$ cat src/rtl/core/tilt_compensated_compass_heading_core_assert.svh
// assertion macros for the compass heading core
// no dependencies
`ifndef TILT_COMPENSATED_COMPASS_HEADING_CORE_ASSERT_SVH
`define TILT_COMPENSATED_COMPASS_HEADING_CORE_ASSERT_SVH
`ifndef SYNTH
`define TCH_ASSERT(lbl, clkx, rstx, prop, msg) \
    lbl: assert property (@(posedge clkx) disable iff (!rstx) prop) else $error(msg);
`define TCH_ASSERT_NR(lbl, clkx, prop, msg) \
    lbl: assert property (@(posedge clkx) prop) else $error(msg);
`else
`define TCH_ASSERT(lbl, clkx, rstx, prop, msg)
`define TCH_ASSERT_NR(lbl, clkx, prop, msg)
`endif
`endif

$ cat src/rtl/core/tcch_pkg.sv
// shared types and constants for the compass heading core
// no dependencies
package tcch_pkg;
    localparam int AngW = 16;
    localparam int CorW = 34;
    localparam int ZW = 26;
    localparam int VecW = 44;
    localparam int HeadW = 16;
    localparam logic signed [AngW-1:0] Deg180 = 16'sd23040;
    localparam logic signed [AngW-1:0] Deg90 = 16'sd11520;
    localparam logic [HeadW-1:0] Deg360 = 16'd46080;
    localparam logic signed [CorW-1:0] CordicK = 34'sd652032874;
    localparam logic signed [ZW-1:0] ZHalfTurn = 26'sd11796480;
    localparam logic [15:0] ScaleOne = 16'd16384;
    localparam logic [15:0] ScaleFbY = 16'd21791;

    typedef enum logic [2:0] {
        REG_ENABLED   = 3'd0,
        REG_CAL_VALID = 3'd1,
        REG_OFFSET_X  = 3'd2,
        REG_OFFSET_Y  = 3'd3,
        REG_OFFSET_Z  = 3'd4,
        REG_SCALE_X   = 3'd5,
        REG_SCALE_Y   = 3'd6
    } reg_idx_t;

    typedef enum logic [1:0] {
        SRC_COMPUTED = 2'd0,
        SRC_FALLBACK = 2'd1,
        SRC_DISABLED = 2'd2
    } src_t;

    typedef struct packed {
        src_t        src;
        logic [15:0] head;
    } side_t;

    function automatic logic signed [ZW-1:0] atan_entry(input int i);
        logic signed [ZW-1:0] r;
        begin
            unique case (i)
                0: r = 26'sd2949120;  1: r = 26'sd1740967;  2: r = 26'sd919879;
                3: r = 26'sd466945;   4: r = 26'sd234379;   5: r = 26'sd117304;
                6: r = 26'sd58666;    7: r = 26'sd29335;    8: r = 26'sd14668;
                9: r = 26'sd7334;     10: r = 26'sd3667;    11: r = 26'sd1833;
                12: r = 26'sd917;     13: r = 26'sd458;     14: r = 26'sd229;
                15: r = 26'sd115;     16: r = 26'sd57;      17: r = 26'sd29;
                18: r = 26'sd14;      19: r = 26'sd7;       20: r = 26'sd4;
                21: r = 26'sd2;       22: r = 26'sd1;       default: r = '0;
            endcase
            return r;
        end
    endfunction
endpackage

$ cat src/rtl/core/tcch_sincos.sv
// pipelined rotation cordic, one stage per step, sine and cosine in q16
// depends on tcch_pkg
module tcch_sincos
    import tcch_pkg::*;
#(
    parameter int STEPS = 16
)(
    input  logic                    clk,
    input  logic                    en,
    input  logic signed [AngW-1:0]  angle,
    output logic signed [17:0]      sin_q16,
    output logic signed [17:0]      cos_q16
);
    localparam int N = (STEPS > 24) ? 24 : STEPS;

    logic signed [CorW-1:0] x_reg [N+1];
    logic signed [CorW-1:0] y_reg [N+1];
    logic signed [ZW-1:0]   z_reg [N+1];
    logic                   neg_reg [N+1];
    logic signed [AngW+1:0] a_w;
    logic signed [AngW+1:0] a_f;
    logic                   neg_w;
    logic signed [CorW-1:0] xo;
    logic signed [CorW-1:0] co;
    logic signed [CorW-1:0] so;

    always_comb
    begin
        a_w = {{2{angle[AngW-1]}}, angle};
        if (a_w >= 18'sd23040)
            a_w = a_w - 18'sd46080;
        if (a_w < -18'sd23040)
            a_w = a_w + 18'sd46080;
        neg_w = 1'b0;
        a_f = a_w;
        if (a_w > 18'sd11520)
        begin
            a_f = 18'sd23040 - a_w;
            neg_w = 1'b1;
        end
        else if (a_w < -18'sd11520)
        begin
            a_f = -18'sd23040 - a_w;
            neg_w = 1'b1;
        end
    end

    always_ff @(posedge clk)
    begin
        if (en)
        begin
            x_reg[0] <= CordicK;
            y_reg[0] <= '0;
            z_reg[0] <= ZW'(a_f) <<< 9;
            neg_reg[0] <= neg_w;
        end
    end

    for (genvar i = 0; i < N; i++)
    begin : g_step
        always_ff @(posedge clk)
        begin
            if (en)
            begin
                neg_reg[i+1] <= neg_reg[i];
                if (!z_reg[i][ZW-1])
                begin
                    x_reg[i+1] <= x_reg[i] - (y_reg[i] >>> i);
                    y_reg[i+1] <= y_reg[i] + (x_reg[i] >>> i);
                    z_reg[i+1] <= z_reg[i] - atan_entry(i);
                end
                else
                begin
                    x_reg[i+1] <= x_reg[i] + (y_reg[i] >>> i);
                    y_reg[i+1] <= y_reg[i] - (x_reg[i] >>> i);
                    z_reg[i+1] <= z_reg[i] + atan_entry(i);
                end
            end
        end
    end

    always_comb
    begin
        xo = neg_reg[N] ? -x_reg[N] : x_reg[N];
        co = (xo + CorW'(8192)) >>> 14;
        so = (y_reg[N] + CorW'(8192)) >>> 14;
    end

    always_ff @(posedge clk)
    begin
        if (en)
        begin
            cos_q16 <= co[17:0];
            sin_q16 <= so[17:0];
        end
    end
endmodule

$ cat config.mk
export PLATFORM = sky130hd
export DESIGN_NAME = tcch_sincos
export DESIGN_NICKNAME = d
export VERILOG_FILES = /design/src/rtl/core/tilt_compensated_compass_heading_core_assert.svh /design/src/rtl/core/tcch_pkg.sv /design/src/rtl/core/tcch_sincos.sv
export SDC_FILE = /design/constraint.sdc
export NUM_CORES = 2
export LEC_CHECK = 0
export BUFFER_PORTS_ARGS = -buffer_cell sky130_fd_sc_hd__buf_4
export CORE_MARGIN = 2
export CORE_UTILIZATION = 41
export DETAILED_ROUTE_END_ITERATION = 10
export PLACE_DENSITY = 0.65
export SLEW_MARGIN = 10
export SYNTH_ARGS = -nofsm -noshare
export SYNTH_HDL_FRONTEND = slang
export SYNTH_SLANG_ARGS = --single-unit
$ cat constraint.sdc
create_clock -name clk -period 11.95 [get_ports clk]
set_input_delay 0.5975 -clock clk [delete_from_list [all_inputs] [get_ports clk]]
set_output_delay 0.5975 -clock clk [all_outputs]
set_load 0.01 [all_outputs]
==> run metrics <==
Hold WC Path Type in -> reg; Seq/Total Area, Yosys 0.361; Finish-stage setup viols 0; # rows between 150 and 200; Worst Path Max Fanout between 100 and 150; TritonCTS Buffers 169; synth cell count leaders 1384 x edfxtp_1, 1289 x ha_1, 1198 x a21oi_1; CP dominant cell by count buf_4; first-pass detailed-route iteration total 6; H-tree depth 4; slowest stage cell, crit path o41ai_1; fin nets approximately 13000; initial DRC count ~5700; Initial Util 0.412; post-synth top area share 0.361; r2r setup slk between 6000 and 7000 ps; Worst Setup EP y_reg[4][33]; TritonCTS Sinks about 1400; Max-cap violations 0; initial antenna violation count 1; slew margin rel. 0.203; number of port buffers 53; Fin. Hold Viols 0; number of synthesized flops with an enable pin approximately 1400; DRC violations left 0; CP Class in -> reg; YS warnings 0; Pins Over Slew Limit 0; GRT overflow 0; maximum clock path buffer count 4; Core Footprint around 0.28 mm²; Yosys reg bits 1384; multi-input logic area just over 0.07 mm²; max incr delay on CP roughly 800 ps; Tmin final 6070 ps; Hold WS slightly below 90 ps; die height around 530 µm; Post-synth ARST share 0; RR Startpoint x_reg[13][19]; Area Overhead vs Synth 9.07%; Final GP Congestion approximately 0.94; WL final between 200 and 300 mm; worst-skew pair later-pin latency between 800 and 900 ps; ys flop type edfxtp_1; die width ~530 µm; # IOs 54; clock skew 111 ps; pin count of the biggest net entering global routing approximately 170; cell taking the most area after synthesis edfxtp_1; syn nets between 10000 and 15000; Mapped Area ~0.11 mm²; worst-case reg-to-reg path depth 17; TNS Setup 0 ps; WP data required approximately 13000 ps; FF/Latch Area just over 0.04 mm²; crit share post-route 0.508; vias per cell 5.50; reg-to-reg endpoint y_reg[14][32]; final cell utilization of the core 0.449; share of cells above drive strength 1 0.0427; Final ANT Viol Nets 0; critical-path cell list buf_16 > buf_4 > nand2_2 > buf_4 > inv_1 > buf_4 > nor2_1 > xnor2_1 > ha_1 > o21ai_0 > a21boi_0 > o41ai_1 > o21ai_0 > a41o_1 > a2111oi_1 > nor2_1 > a211o_1 > o31a_1 > xnor2_1; worst-margin pin slew between 1000 and 1500 ps; Root Buffer Master clkbuf_16; synth top area cells edfxtp_1 36%, ha_1 14%, xnor2_1 8.9%; vias in the first global route 83000; Worst setup SP type input pin; top-count cell post-synth edfxtp_1; Overall Global Routing Usage 0.190; TritonCTS clock tree done; Setup crit end kind flop; Post-Synthesis Cells about 12000; status complete, no violations; max reg flops around 500; HPWL after DPL around 220 mm; total number of vias approximately 87000; Clock transition at path regs approximately 50 ps; Synth cell types 93; DR WL/cell 17.5 µm; postcts setup bufs 0; RSZ-0062 raised after global routing no; die area roughly 0.28 mm²; crit path launch en; first-pass GRT wire length 445 mm; Fillers roughly 27000; syn avg cell area approximately 9.7 µm²; Max Fclk approximately 160 MHz; CP arrival about 6700 ps
==> routing by layer <==
metal,vias to the layer above,wire length [µm],track usage
met5,-,0,0
met4,0,9030,0.0626
met3,440,10000,0.0170
met2,1744,136000,0.339
met1,40700,122000,0.239
li1,44400,-,-
==> critical path: cells and delay by family <==
| kind | cells | cell delay [ps] |
|---|---|---|
| AO/OA/AOI/OAI | 8 | 3050 |
| XOR/XNOR | 2 | 260 |
| adder cells (fa/ha/maj) | 1 | 320 |
| buffers and inverters | 5 | 1780 |
| AND/OR/NAND/NOR | 3 | 360 |
==> how the worst min path moves through the flow <==
stage,from,endpoint,slack [ps],depth (start not counted)
floorplan,neg_reg[9],neg_reg[10],400,0
global placement,neg_reg[14],neg_reg[15],400,0
detailed placement,neg_reg[13],neg_reg[14],400,0
CTS,angle[7],z_reg[0][16],9,2
global route,angle[2],z_reg[0][11],50,2
finish,angle[7],z_reg[0][16],90,2
==> area by class of cell <==
class,count,share of cell area
inverters,497,0.0149
well taps,3724,0.0372
flip-flops and latches,1384,0.331
clock inverters,109,0.00941
repair buffers,110,0.00700
multi-input cells,9830,0.565
diodes,1,0.0000200
clock buffers,197,0.0347
==> cell usage in the layout (no fill, tap or decap), types with 129 or more instances in the layout <==
cell and count:
xor2_1 611, nand2_1 625, o21ai_0 642, o21bai_1 171, nor2_1 954, ha_1 1289, nand3_1 221, xnor2_1 1165
o31ai_1 129, a21o_1 528, o21a_1 201, a21oi_1 1198, inv_1 490, nand2b_1 205, nor2b_1 167, edfxtp_1 1384
nor3_1 313, clkbuf_16 170
==> per-stage QoR <==
| step | cell area [µm²] | setup slack, ps | std cells |
|---|---|---|---|
| final | 125000 | 5880 | 15900 |
| after global routing | 125000 | 5420 | 15900 |
| after CTS | 125000 | 6000 | 15900 |
| after detailed placement | 120000 | 5090 | 15500 |
| after global placement | 120000 | 5160 | 15500 |
| after floorplan | 115000 | 6680 | 11900 |
==> what timing repair did <==
item                      in CTS  in global routing
hold endpoints to repair       3                  0
hold buffers                   3                  0
resized for setup              0                  0
==> logic make-up (layout without fill, tap and decap cells) <==
family / count (synthesis) / count (layout) / share of synthesized area
AO/OA/AOI/OAI: 3536 / 3536 / 0.194
flip-flops: 1384 / 1384 / 0.361
other: 0 / 1 / 0
multiplexers: 110 / 110 / 0.0101
AND/OR/NAND/NOR: 3078 / 3078 / 0.130
XOR/XNOR: 1776 / 1776 / 0.135
adder cells (fa/ha/maj): 1330 / 1330 / 0.147
buffers and inverters: 673 / 913 / 0.0220
Power is left out: the tool's default activity adds up to more than one toggle a clock period on the data nets, which glitch-free logic cannot reach.
